### src/hdl/tzpc_pkg.sv
package tzpc_pkg;

  localparam int SENSOR_COUNT = 4;

  localparam int CFG_IDX_W  = 3;
  localparam int CFG_DATA_W = 16;

  localparam logic [CFG_IDX_W-1:0] REG_TENSION_OFFSET  = 3'd0;
  localparam logic [CFG_IDX_W-1:0] REG_PULL_GAIN       = 3'd1;
  localparam logic [CFG_IDX_W-1:0] REG_HOLD_GAIN_Q8    = 3'd2;
  localparam logic [CFG_IDX_W-1:0] REG_SENSOR_SELECT_A = 3'd3;
  localparam logic [CFG_IDX_W-1:0] REG_SENSOR_SELECT_B = 3'd4;
  localparam logic [CFG_IDX_W-1:0] REG_TENSION_BAND    = 3'd5;
  localparam logic [CFG_IDX_W-1:0] REG_AVERAGE_LENGTH  = 3'd6;

  localparam logic [11:0] RST_TENSION_OFFSET  = 12'd10;
  localparam logic [7:0]  RST_PULL_GAIN       = 8'd10;
  localparam logic [15:0] RST_HOLD_GAIN_Q8    = 16'd2560;
  localparam logic [1:0]  RST_SENSOR_SELECT_A = 2'd0;
  localparam logic [1:0]  RST_SENSOR_SELECT_B = 2'd1;
  localparam logic [11:0] RST_TENSION_BAND    = 12'd30;
  localparam logic [6:0]  RST_AVERAGE_LENGTH  = 7'd5;

  localparam int LEN_W     = 7;
  localparam int MAX_AVG   = 64;
  localparam int SUM_W     = 22;
  localparam int DIV_STEPS = SUM_W;
  localparam int DIV_CNT_W = $clog2(DIV_STEPS);
  localparam int REM_W     = LEN_W;
  localparam int BASE_W    = 18;
  localparam int DEV_W     = 20;
  localparam int MUL_A_W   = 17;
  localparam int MUL_B_W   = 33;
  localparam int PROD_W    = MUL_A_W + MUL_B_W;
  localparam int ACC_W     = PROD_W + 1;
  localparam int FRAC_W    = 8;

  localparam logic [1:0] ZONE_PULL    = 2'd0;
  localparam logic [1:0] ZONE_RELEASE = 2'd1;
  localparam logic [1:0] ZONE_HOLD    = 2'd2;

  typedef enum logic [1:0] {
    OP_POSITION = 2'd0,
    OP_TENSION  = 2'd1,
    OP_TICK     = 2'd2
  } op_t;

  typedef enum logic [2:0] {
    ST_IDLE,
    ST_DIV_LOAD,
    ST_DIV,
    ST_BASE,
    ST_PREP,
    ST_MUL,
    ST_ACC,
    ST_OUT
  } state_t;

  typedef struct packed {
    logic [1:0]         operation;
    logic signed [31:0] position_1;
    logic signed [31:0] position_2;
    logic signed [15:0] tension_0;
    logic signed [15:0] tension_1;
    logic signed [15:0] tension_2;
    logic signed [15:0] tension_3;
  } in_item_t;

  typedef struct packed {
    logic signed [31:0] command_1;
    logic signed [31:0] command_2;
    logic [1:0]         zone_1;
    logic [1:0]         zone_2;
  } out_item_t;

  typedef struct packed {
    logic [11:0] tension_offset;
    logic [7:0]  pull_gain;
    logic [15:0] hold_gain_q8;
    logic [1:0]  sensor_select_a;
    logic [1:0]  sensor_select_b;
    logic [11:0] tension_band;
    logic [6:0]  average_length;
  } cfg_t;

  typedef struct packed {
    logic load_pos;
    logic capture_ref;
    logic load_ten;
    logic accum;
    logic div_load;
    logic div_step;
    logic base_write;
    logic motor;
    logic prep;
    logic mul;
    logic acc;
    logic load_out;
  } cmd_t;

  function automatic logic [LEN_W-1:0] clamp_len(input logic [LEN_W-1:0] len);
    logic [LEN_W-1:0] res;
    res = len;
    if (len == '0) begin
      res = LEN_W'(1);
    end else if (int'(len) > MAX_AVG) begin
      res = LEN_W'(MAX_AVG);
    end
    return res;
  endfunction

  function automatic logic signed [15:0] pick_sensor(input in_item_t item,
                                                     input logic [1:0] sel);
    logic [1:0]         idx;
    logic signed [15:0] res;
    idx = sel;
    if (int'(sel) >= SENSOR_COUNT) begin
      idx = sel - 2'(SENSOR_COUNT);
    end
    case (idx)
      2'd0:    res = item.tension_0;
      2'd1:    res = item.tension_1;
      2'd2:    res = item.tension_2;
      2'd3:    res = item.tension_3;
      default: res = '0;
    endcase
    return res;
  endfunction

  function automatic logic signed [31:0] sat32(input logic signed [ACC_W-1:0] v);
    logic signed [ACC_W-1:0] hi;
    logic signed [ACC_W-1:0] lo;
    logic signed [31:0]      res;
    hi = ACC_W'(32'sh7FFF_FFFF);
    lo = ACC_W'(32'sh8000_0000);
    res = v[31:0];
    if (v > hi) begin
      res = 32'sh7FFF_FFFF;
    end else if (v < lo) begin
      res = 32'sh8000_0000;
    end
    return res;
  endfunction

endpackage

### src/hdl/tzpc_ctrl.sv
module tzpc_ctrl
  import tzpc_pkg::*;
(
  input  logic             clk,
  input  logic             rst_n,
  input  logic             in_valid,
  input  logic [1:0]       operation,
  input  logic             out_stall,
  input  logic [LEN_W-1:0] average_length,
  input  logic             div_done,
  output logic             in_stall,
  output logic             out_valid,
  output cmd_t             cmd
);

  state_t           state_r, state_nxt;
  logic             captured_r, captured_nxt;
  logic             calibrated_r, calibrated_nxt;
  logic [LEN_W-1:0] samples_r, samples_nxt;
  logic             motor_r, motor_nxt;
  logic             out_valid_r, out_valid_nxt;
  logic             accept;
  logic [LEN_W-1:0] samples_inc;
  logic [LEN_W-1:0] len;
  logic             out_free;

  assign accept      = in_valid && (state_r == ST_IDLE);
  assign samples_inc = samples_r + LEN_W'(1);
  assign len         = clamp_len(average_length);
  assign out_free    = !out_valid_r || !out_stall;
  assign in_stall    = (state_r != ST_IDLE);
  assign out_valid   = out_valid_r;

  // next state
  always_comb begin
    state_nxt = state_r;
    case (state_r)
      ST_IDLE: begin
        if (accept) begin
          case (op_t'(operation))
            OP_TENSION: begin
              if (!calibrated_r && (samples_inc >= len)) begin
                state_nxt = ST_DIV_LOAD;
              end
            end
            OP_TICK: begin
              if (captured_r && calibrated_r) begin
                state_nxt = ST_PREP;
              end
            end
            default: state_nxt = ST_IDLE;
          endcase
        end
      end
      ST_DIV_LOAD: state_nxt = ST_DIV;
      ST_DIV: begin
        if (div_done) begin
          state_nxt = ST_BASE;
        end
      end
      ST_BASE: state_nxt = ST_IDLE;
      ST_PREP: state_nxt = ST_MUL;
      ST_MUL:  state_nxt = ST_ACC;
      ST_ACC: begin
        state_nxt = motor_r ? ST_OUT : ST_PREP;
      end
      ST_OUT: begin
        if (out_free) begin
          state_nxt = ST_IDLE;
        end
      end
      default: state_nxt = ST_IDLE;
    endcase
  end

  // commands and flag updates
  always_comb begin
    cmd            = '0;
    captured_nxt   = captured_r;
    calibrated_nxt = calibrated_r;
    samples_nxt    = samples_r;
    motor_nxt      = motor_r;
    out_valid_nxt  = out_valid_r;
    if (out_valid_r && !out_stall) begin
      out_valid_nxt = 1'b0;
    end
    cmd.motor = motor_r;
    case (state_r)
      ST_IDLE: begin
        if (accept) begin
          case (op_t'(operation))
            OP_POSITION: begin
              cmd.load_pos = 1'b1;
              if (!captured_r) begin
                cmd.capture_ref = 1'b1;
                captured_nxt    = 1'b1;
              end
            end
            OP_TENSION: begin
              cmd.load_ten = 1'b1;
              if (!calibrated_r) begin
                cmd.accum   = 1'b1;
                samples_nxt = samples_inc;
              end
            end
            OP_TICK: begin
              motor_nxt = 1'b0;
            end
            default: cmd = '0;
          endcase
        end
      end
      ST_DIV_LOAD: cmd.div_load = 1'b1;
      ST_DIV:      cmd.div_step = 1'b1;
      ST_BASE: begin
        cmd.base_write = 1'b1;
        calibrated_nxt = 1'b1;
      end
      ST_PREP: cmd.prep = 1'b1;
      ST_MUL:  cmd.mul  = 1'b1;
      ST_ACC: begin
        cmd.acc   = 1'b1;
        motor_nxt = !motor_r;
      end
      ST_OUT: begin
        if (out_free) begin
          cmd.load_out  = 1'b1;
          out_valid_nxt = 1'b1;
        end
      end
      default: cmd = '0;
    endcase
  end

  always_ff @(posedge clk) begin
    if (!rst_n) begin
      state_r      <= ST_IDLE;
      captured_r   <= 1'b0;
      calibrated_r <= 1'b0;
      samples_r    <= '0;
      motor_r      <= 1'b0;
      out_valid_r  <= 1'b0;
    end else begin
      state_r      <= state_nxt;
      captured_r   <= captured_nxt;
      calibrated_r <= calibrated_nxt;
      samples_r    <= samples_nxt;
      motor_r      <= motor_nxt;
      out_valid_r  <= out_valid_nxt;
    end
  end

endmodule

### src/hdl/tzpc_datapath.sv
module tzpc_datapath
  import tzpc_pkg::*;
(
  input  logic      clk,
  input  logic      rst_n,
  input  in_item_t  in_item,
  input  cfg_t      cfg,
  input  cmd_t      cmd,
  output logic      div_done,
  output out_item_t out_item
);

  logic signed [31:0]       ref_r [2];
  logic signed [31:0]       pos_r [2];
  logic signed [15:0]       ten_r [2];
  logic signed [SUM_W-1:0]  sum_r [2];
  logic signed [BASE_W-1:0] base_r [2];

  logic [SUM_W-1:0]     quo_r [2];
  logic [REM_W-1:0]     rem_r [2];
  logic                 neg_r [2];
  logic [DIV_CNT_W-1:0] cnt_r;

  logic [1:0]                zone_r;
  logic signed [MUL_A_W-1:0] mul_a_r;
  logic signed [MUL_B_W-1:0] mul_b_r;
  logic signed [PROD_W-1:0]  prod_r;
  logic signed [31:0]        res_cmd_r [2];
  logic [1:0]                res_zone_r [2];
  out_item_t                 out_r;

  logic signed [15:0]        pick [2];
  logic [LEN_W-1:0]          len;
  logic [REM_W:0]            trial [2];
  logic [SUM_W-1:0]          qmag [2];
  logic signed [SUM_W-1:0]   qsig [2];

  logic signed [DEV_W-1:0]   ten_x, base_x, band_x, dev;
  logic signed [MUL_B_W-1:0] theta;
  logic [1:0]                zone_sel;
  logic signed [MUL_A_W-1:0] mul_a_sel;
  logic signed [MUL_B_W-1:0] mul_b_sel;
  logic signed [PROD_W-1:0]  shr, tq, adj;
  logic signed [ACC_W-1:0]   sum_v;

  assign pick[0]  = pick_sensor(in_item, cfg.sensor_select_a);
  assign pick[1]  = pick_sensor(in_item, cfg.sensor_select_b);
  assign len      = clamp_len(cfg.average_length);
  assign div_done = (cnt_r == DIV_CNT_W'(DIV_STEPS - 1));

  always_comb begin
    for (int i = 0; i < 2; i++) begin
      trial[i] = {rem_r[i], quo_r[i][SUM_W-1]};
      qmag[i]  = neg_r[i] ? (~quo_r[i] + SUM_W'(1)) : quo_r[i];
      qsig[i]  = qmag[i];
    end
  end

  // zone decision and multiplier operands for the selected motor
  always_comb begin
    ten_x  = DEV_W'(ten_r[cmd.motor]);
    base_x = DEV_W'(base_r[cmd.motor]);
    band_x = DEV_W'(cfg.tension_band);
    dev    = ten_x - base_x;
    theta  = MUL_B_W'(pos_r[cmd.motor]) - MUL_B_W'(ref_r[cmd.motor]);
    if (ten_x < base_x) begin
      zone_sel  = ZONE_PULL;
      mul_a_sel = MUL_A_W'(cfg.pull_gain);
      mul_b_sel = MUL_B_W'(dev);
    end else if (dev > band_x) begin
      zone_sel  = ZONE_RELEASE;
      mul_a_sel = MUL_A_W'(cfg.pull_gain);
      mul_b_sel = MUL_B_W'(dev - band_x);
    end else begin
      zone_sel  = ZONE_HOLD;
      mul_a_sel = MUL_A_W'(cfg.hold_gain_q8);
      mul_b_sel = theta;
    end
  end

  // hold term truncates toward zero
  always_comb begin
    shr   = prod_r >>> FRAC_W;
    tq    = shr + PROD_W'(prod_r[PROD_W-1] && (|prod_r[FRAC_W-1:0]));
    adj   = (zone_r == ZONE_HOLD) ? -tq : prod_r;
    sum_v = ACC_W'(pos_r[cmd.motor]) + ACC_W'(adj);
  end

  always_ff @(posedge clk) begin
    if (!rst_n) begin
      cnt_r <= '0;
    end else if (cmd.div_load) begin
      cnt_r <= '0;
    end else if (cmd.div_step) begin
      cnt_r <= cnt_r + DIV_CNT_W'(1);
    end
  end

  always_ff @(posedge clk) begin
    if (!rst_n) begin
      sum_r[0] <= '0;
      sum_r[1] <= '0;
    end else if (cmd.accum) begin
      for (int i = 0; i < 2; i++) begin
        sum_r[i] <= sum_r[i] + SUM_W'(pick[i]);
      end
    end
  end

  always_ff @(posedge clk) begin
    for (int i = 0; i < 2; i++) begin
      if (cmd.load_ten) begin
        ten_r[i] <= pick[i];
      end
      if (cmd.div_load) begin
        neg_r[i] <= sum_r[i][SUM_W-1];
        quo_r[i] <= sum_r[i][SUM_W-1] ? (~sum_r[i] + SUM_W'(1)) : sum_r[i];
        rem_r[i] <= '0;
      end else if (cmd.div_step) begin
        if (trial[i] >= (REM_W + 1)'(len)) begin
          rem_r[i] <= REM_W'(trial[i] - (REM_W + 1)'(len));
          quo_r[i] <= {quo_r[i][SUM_W-2:0], 1'b1};
        end else begin
          rem_r[i] <= trial[i][REM_W-1:0];
          quo_r[i] <= {quo_r[i][SUM_W-2:0], 1'b0};
        end
      end
      if (cmd.base_write) begin
        base_r[i] <= BASE_W'(qsig[i]) + BASE_W'(cfg.tension_offset);
      end
    end
    if (cmd.load_pos) begin
      pos_r[0] <= in_item.position_1;
      pos_r[1] <= in_item.position_2;
    end
    if (cmd.capture_ref) begin
      ref_r[0] <= in_item.position_1;
      ref_r[1] <= in_item.position_2;
    end
    if (cmd.prep) begin
      zone_r  <= zone_sel;
      mul_a_r <= mul_a_sel;
      mul_b_r <= mul_b_sel;
    end
    if (cmd.mul) begin
      prod_r <= mul_a_r * mul_b_r;
    end
    if (cmd.acc) begin
      res_cmd_r[cmd.motor]  <= sat32(sum_v);
      res_zone_r[cmd.motor] <= zone_r;
    end
    if (cmd.load_out) begin
      out_r.command_1 <= res_cmd_r[0];
      out_r.command_2 <= res_cmd_r[1];
      out_r.zone_1    <= res_zone_r[0];
      out_r.zone_2    <= res_zone_r[1];
    end
  end

  assign out_item = out_r;

endmodule

### src/hdl/tension_zone_position_controller.sv
// Position and tension samples return straight to idle; the tension sample that
// completes calibration first runs the two-lane restoring divider (22 steps).
// A control tick runs, per motor, a zone/operand step, a multiply step and an
// accumulate step over a shared 17x33 multiplier, then the output load.
// The result register frees the input while a transfer waits on out_stall.
// Synchronous active-low reset restores register defaults, clears flags, sums, counters.
module tension_zone_position_controller
  import tzpc_pkg::*;
(
  input  logic                  clk,
  input  logic                  rst_n,
  input  logic                  in_valid,
  output logic                  in_stall,
  input  in_item_t              in_item,
  output logic                  out_valid,
  input  logic                  out_stall,
  output out_item_t             out_item,
  input  logic                  cfg_write_en,
  input  logic [CFG_IDX_W-1:0]  cfg_index,
  input  logic [CFG_DATA_W-1:0] cfg_data
);

  cfg_t cfg_r;
  cmd_t cmd;
  logic div_done;

  always_ff @(posedge clk) begin
    if (!rst_n) begin
      cfg_r.tension_offset  <= RST_TENSION_OFFSET;
      cfg_r.pull_gain       <= RST_PULL_GAIN;
      cfg_r.hold_gain_q8    <= RST_HOLD_GAIN_Q8;
      cfg_r.sensor_select_a <= RST_SENSOR_SELECT_A;
      cfg_r.sensor_select_b <= RST_SENSOR_SELECT_B;
      cfg_r.tension_band    <= RST_TENSION_BAND;
      cfg_r.average_length  <= RST_AVERAGE_LENGTH;
    end else if (cfg_write_en) begin
      case (cfg_index)
        REG_TENSION_OFFSET:  cfg_r.tension_offset  <= cfg_data[11:0];
        REG_PULL_GAIN:       cfg_r.pull_gain       <= cfg_data[7:0];
        REG_HOLD_GAIN_Q8:    cfg_r.hold_gain_q8    <= cfg_data[15:0];
        REG_SENSOR_SELECT_A: cfg_r.sensor_select_a <= cfg_data[1:0];
        REG_SENSOR_SELECT_B: cfg_r.sensor_select_b <= cfg_data[1:0];
        REG_TENSION_BAND:    cfg_r.tension_band    <= cfg_data[11:0];
        REG_AVERAGE_LENGTH:  cfg_r.average_length  <= cfg_data[6:0];
        default:             cfg_r <= cfg_r;
      endcase
    end
  end

  tzpc_ctrl u_ctrl (
    .clk            (clk),
    .rst_n          (rst_n),
    .in_valid       (in_valid),
    .operation      (in_item.operation),
    .out_stall      (out_stall),
    .average_length (cfg_r.average_length),
    .div_done       (div_done),
    .in_stall       (in_stall),
    .out_valid      (out_valid),
    .cmd            (cmd)
  );

  tzpc_datapath u_datapath (
    .clk      (clk),
    .rst_n    (rst_n),
    .in_item  (in_item),
    .cfg      (cfg_r),
    .cmd      (cmd),
    .div_done (div_done),
    .out_item (out_item)
  );

endmodule
### config.mk
export PLATFORM = sky130hd
export DESIGN_NAME = tension_zone_position_controller
export DESIGN_NICKNAME = d
export VERILOG_FILES = /design/src/hdl/tzpc_pkg.sv /design/src/hdl/tzpc_ctrl.sv /design/src/hdl/tzpc_datapath.sv /design/src/hdl/tension_zone_position_controller.sv
export SDC_FILE = /design/constraint.sdc
export NUM_CORES = 2
export LEC_CHECK = 0
export ABC_AREA = 0
export ABC_CLOCK_PERIOD_IN_PS = 8000
export BUFFER_PORTS_ARGS = -buffer_cell sky130_fd_sc_hd__buf_2
export CORE_ASPECT_RATIO = 0.6
export CORE_MARGIN = 10
export CORE_UTILIZATION = 55
export CTS_CLUSTER_DIAMETER = 150
export CTS_CLUSTER_SIZE = 40
export DETAILED_ROUTE_END_ITERATION = 8
export PLACE_DENSITY = 0.75
export SETUP_SLACK_MARGIN = 0.2
export SYNTH_ARGS = -nofsm -noshare
export SYNTH_HDL_FRONTEND = slang
export SYNTH_SLANG_ARGS = --single-unit
### constraint.sdc
create_clock -name clk -period 8 [get_ports clk]
set_input_delay 0.8 -clock clk [delete_from_list [all_inputs] [get_ports clk]]
set_output_delay 0.8 -clock clk [all_outputs]
set_load 0.01 [all_outputs]
# Yosys cells after proc, flatten, opt, wreduce, memory -nomap -nowiden
# Memories as Yosys holds them, arrays and structs flattened. A register that Yosys moved wholly into a read port is not among the register bits.
# Index checks and enable logic that the tools add are counted.
# classes
add_sub_neg,18
multipliers,1
order_cmp,8
n_eq_ne,29
n_mux,89
bitwise,16
n_reduce_logical,33
# op_table
cell,count
$mux W22,8
$pmux W16 S4,2
$mux W32,3
$mux W33,2
$add A32 B50 Y51,1
$gt A51 B32 Y1 const B,1
$lt A51 B32 Y1 const B,1
$mul A17 B33 Y50,1
$mux W50,1
$neg A50 Y50,1
$add A22 B16 Y22,2
$add A22 B2 Y22 const B,2
$not A22 Y22,2
$add A42 B2 Y43,1
$mux W7,6
$mux W1,41
$add A18 B1 Y18 const B,2
$add A18 B12 Y18,2
$mux W18,2
$not A18 Y18,2
$sub A32 B32 Y33,1
$pmux W3 S8,1
$eq A3 B3 Y1 const B,7
$sub A19 B13 Y20,1
42 further kinds,101
# totals
reg_bits,179
ram_bits,368
input_bits,154
output_inout_bits,70
word_cells,223
n_memories,10
# memory_table
memory,depth,word_bits,rd,rd_clocked_by_memory_dff,write_ports,line,source
u_datapath.pos_r,2,32,1,0,2,tzpc_datapath.sv:14,logic signed [31:0] pos_r [2];
u_datapath.ref_r,2,32,1,0,2,tzpc_datapath.sv:13,logic signed [31:0] ref_r [2];
u_datapath.res_cmd_r,2,32,2,2,1,tzpc_datapath.sv:28,logic signed [31:0] res_cmd_r [2];
u_datapath.quo_r,2,22,2,0,2,tzpc_datapath.sv:19,logic [SUM_W-1:0] quo_r [2];
u_datapath.sum_r,2,22,2,0,2,tzpc_datapath.sv:16,logic signed [SUM_W-1:0] sum_r [2];
u_datapath.base_r,2,18,1,0,2,tzpc_datapath.sv:17,logic signed [BASE_W-1:0] base_r [2];
4 more memories,-,-,-,-,-,-,

# Depth between registers and ports, before layout
# An unclocked memory read counts as a cell.
# depth
ltp_word,11
depth_mapped,33
depth_no_buf,29

# Hierarchy
# Synthesis repeated with hierarchy kept, for this count alone.
# hier_totals
cells_unflattened,5387
area_unflattened_um2,54613.6
# modules_own_cells
module,n_inst,cells_per_inst,area_per_inst_um2
tzpc_datapath,1,5036,51303.0
tension_zone_position_controller,1,225,2290.9
tzpc_ctrl,1,126,1019.7

# Worst setup path after synthesis
# Ideal clock, no wire load.
# synth_path
kind,input port to flip-flop
startpoint,input in_item[128] (netlist name)
endpoint,memory u_datapath.ref_r[0][0] (enable)
arrival_time_ns,7.079
slack_ns,0.270
path_stages,1
cell_sequence,nor4_1
# synth_rtl
item,line,source
"start, declared",tension_zone_position_controller.sv:14,"input in_item_t in_item,"
"end, declared",tzpc_datapath.sv:13,

# Final worst setup path
# layout_path
startpoint,register u_datapath.mul_a_r[12]
endpoint,register u_datapath.prod_r[46] (data pin)
# layout_between
elab_chain_cells,1
# layout_lines
item,line,source
"start, declared",tzpc_datapath.sv:25,logic signed [MUL_A_W-1:0] mul_a_r;
"start signal, assigned",tzpc_datapath.sv:142,mul_a_r <= mul_a_sel;
$mul A17 B33 Y50,tzpc_datapath.sv:146,prod_r <= mul_a_r * mul_b_r;
"end signal, assigned",tzpc_datapath.sv:146,
"end, declared",tzpc_datapath.sv:27,logic signed [PROD_W-1:0] prod_r;
# Every way passes these cells.
# A chain may end at the register's enable or synchronous reset.

==> flow_summary.toml <==
[setup_path]
r2r_start = "u_datapath.mul_a_r[12]"
crit_start = "u_datapath.mul_a_r[12]"
critPathKind = "flip-flop to flip-flop"
arrival_ns = 7.95
crit_chain = "buf_4 -> nand2_1 -> fa_1 -> fa_1 -> inv_1 -> fa_1 -> inv_1 -> fa_1 -> fa_1 -> inv_1 -> fa_1 -> ha_1 -> o21ai_0 -> a21oi_1 -> and3_1 -> a221oi_2 -> o31a_1 -> o21ai_1 -> o41ai_4 -> o31ai_1 -> a311o_1 -> a21o_1 -> a221oi_2 -> xnor2_1"
endpoint = "u_datapath.prod_r[46]"
reg2reg_slack_ns = 0.44
cp_max_fo = 30
slowest_stage = "fa_1"
start_kind = "flip-flop"
worst_path_most_repeated_cell = "fa_1"
r2r_end = "u_datapath.prod_r[46]"
ff2ff_path_depth = 24
slowest_delay_ns = 0.54
crit_required_ns = 8.39
critPathCaptureType = "flip-flop"

[global_route]
grt_pass1_vias = 39745
antenna_found_initial = 8
grt_first_pass_wirelength_um = 239800
grt_usage = 0.2668
overflow = 0
grt_max_degree = 91

[timing]
max_freq_mhz = 132.3
rsz0062_at_grt = "no"
slew_violations = 0
worst_slew_pin_slew_ns = 1.242
final-setup-viol-count = 0
fin_crit_ns = 7.557
clock_skew_ns = 0.02657
hold_violations = 0
relSlewSlack = 0.1690
fin_crit_sh = 0.9446
setup_tns_ns = 0

[logic_synthesis]
yosysTopAreaCell = "edfxtp_1"
synth_area_um2 = 55040
yosys.area_share.simple = 0.1492
seq_area_frac_synth = 0.3214
synth_seq_cells = 615
synth_fp_nets = 6482
synth_top_family_by_area = "adder cells"
netlist.area_leader.share = 0.2930
avgSynthCellArea_um2 = 10.04
synth_edf_count = 537
synthMuxAreaShare = 0.03735
synth_common_cells = "706 x nand2_1, 639 x inv_1, 537 x edfxtp_1, 513 x fa_1, 334 x ha_1"
synth_compound_area_frac = 0.1125
synth_xor_xnor_area_share = 0.05745
ys_types = 98
synthArstFlopShare = 0
yosys-top-cells-area = "edfxtp_1 29%, fa_1 19%, ha_1 7.6%"
yosys_warnings = 0
synthAdderAreaFrac = 0.2625
yosys_most_used_dff = "edfxtp_1"
synthMostInstantiatedCell = "nand2_1"
synthCells = 5481

[clocking]
cts.htree.levels = 1
cts_tree = "built"
cts-root-buf = "clkbuf_16"
cts_buffers = 19
cts_hold_buf = 0
cts_num_sinks = 615
clock_latency_ns = 0.63
clk_pin_slew_ns = 0.16
clk_path_buf_depth = 3

[route]
drtIter0Drc = 4924
vias = 41598
wl_um = 156100
ant_nets = 0
vias_per_cell = 5.981
firstDrtPassIters = 6
post_drt_wl_per_cell_um = 22.44
drcViolationCount = 0

[final_layout]
regArea_um2 = 17690
finalNetCount = 6619
multi_input_area_um2 = 34230
layout-drive-gt1-share = 0.09394
nFillCells = 8176
area_delta_synth_final_pct = 6.422

[die]
io_pins = 224
die-area_um2 = 113500
rows = 89
die_y_um = 265.0
dieWidth_um = 428.4
start_util = 0.5572
placeableCoreArea_um2 = 98770

[run_status]
status = "complete, no violations"

[hold_path]
hp-class = "input port to flip-flop"

[placed_design]
numPortBuffers = 223
dp_hpwl_um = 125600
globalplace.congestion = 0.9903

[run]
maxCapViolCount = 0
## metal layers
metal | wire length [µm] | global-route usage | vias up
met5 | 14 | 0.0004202 | -
met4 | 1854 | 0.02977 | 2
met3 | 24500 | 0.1085 | 108
met2 | 58220 | 0.3421 | 2278
met1 | 71470 | 0.4229 | 20287
li1 | - | - | 18923
## cells in the final DEF, fill, tap and decap left out, types with 14 or more instances in the layout
cell type	netlist	routed
clkbuf_16	0	19
dfxtp_1	78	78
nor2b_1	45	44
nand2_1	706	705
inv_1	639	639
buf_4	5	110
nand2b_1	55	54
xor2_1	148	148
a21oi_1	230	226
xnor2_1	213	212
and3_1	45	42
mux2_2	59	59
o21bai_1	33	33
nor4_1	15	14
o21a_1	39	39
a211oi_1	24	24
mux2i_1	67	67
edfxtp_1	537	537
and4_1	16	16
ha_1	334	330
o31ai_1	28	27
a31oi_1	24	24
nor3_1	77	72
and2_1	225	225
a21boi_0	56	56
nand4_1	67	67
a21o_1	135	135
o21ai_0	210	208
mux4_2	32	32
buf_2	15	223
nor2_1	219	219
fa_1	513	513
o211ai_1	50	50
or3_1	38	37
nand3_1	113	113
## kinds of logic (layout without fill, tap and decap cells)
family	Yosys count	after routing
AND/OR/NAND/NOR	1687	1687
AO/OA/AOI/OAI	952	952
buffers and inverters	861	1011
adder cells (fa/ha/maj)	847	847
flip-flops	615	615
XOR/XNOR	361	361
multiplexers	158	158
other	0	5
## worst min-delay path by stage
stage	slack [ns]	endpoint	from	cells past startpoint
5_1_grt	0.32	u_datapath.ref_r[1][29]	in_item[93]	1
4_1_cts	0.31	u_datapath.ref_r[1][29]	in_item[93]	1
3_5_place_dp	0.40	out_item[13]	u_datapath.res_cmd_r[1][9]	0
6_report	0.35	u_datapath.pos_r[1][28]	in_item[92]	1
2_1_floorplan	0.40	out_item[0]	u_datapath.res_zone_r[1][0]	0
3_3_place_gp	0.40	out_item[31]	u_datapath.res_cmd_r[1][27]	0
## flip-flops by register name (all words and copies together) (netlist names), 3 cells and up
register / cells
out_item: 68
u_datapath.pos_r: 64
u_datapath.ref_r: 64
u_datapath.res_cmd_r: 64
cfg_r: 59
u_datapath.prod_r: 50
u_datapath.quo_r: 44
u_datapath.sum_r: 44
u_datapath.base_r: 36
u_datapath.mul_b_r: 33
u_datapath.ten_r: 32
u_datapath.mul_a_r: 16
u_datapath.rem_r: 14
u_ctrl.samples_r: 7
u_datapath.cnt_r: 5
u_datapath.res_zone_r: 4
u_ctrl.state_r: 3
## critical path, delay by kind of cell, from the launching register on
family          cells  cell delay (ns)
compound gates     10             2.49
xor+xnor            1             0.10
fa+ha+maj           7             3.40
buf+inv             4             0.55
flops               1             0.44
simple gates        2             0.35
## repair_timing
item,4_1_cts,5_1_grt
setup buffers,0,24
resized for setup,0,18
endpoints found under the hold margin,0,0
setup endpoints to repair,0,72
## layout make-up
cell class              instances  share of cell area
multi-input cells            4005              0.5845
flip-flops and latches        615              0.3020
inverters                     639             0.04095
repair buffers                338             0.03469
well taps                    1319             0.02818
clock buffers                  31            0.008887
clock inverters                 3           0.0005982
diodes                          5           0.0002136
## per-stage QoR
step	setup WS (ns)	instance area [µm²]	hold WS, ns	instances	util
2_1_floorplan	0.2700	55040	0.4003	5481	-
3_3_place_gp	0.5427	57720	0.4005	6892	0.5843
3_5_place_dp	0.2985	57720	0.4045	6892	0.5843
4_1_cts	0.2308	58270	0.3066	6926	0.5899
5_1_grt	0.1200	58560	0.3195	6951	0.5929
6_report	0.4429	58570	0.3500	6955	0.5930
Power is not shown: default switching activity piles up to over one toggle a cycle in this logic, so the estimate is an artifact.
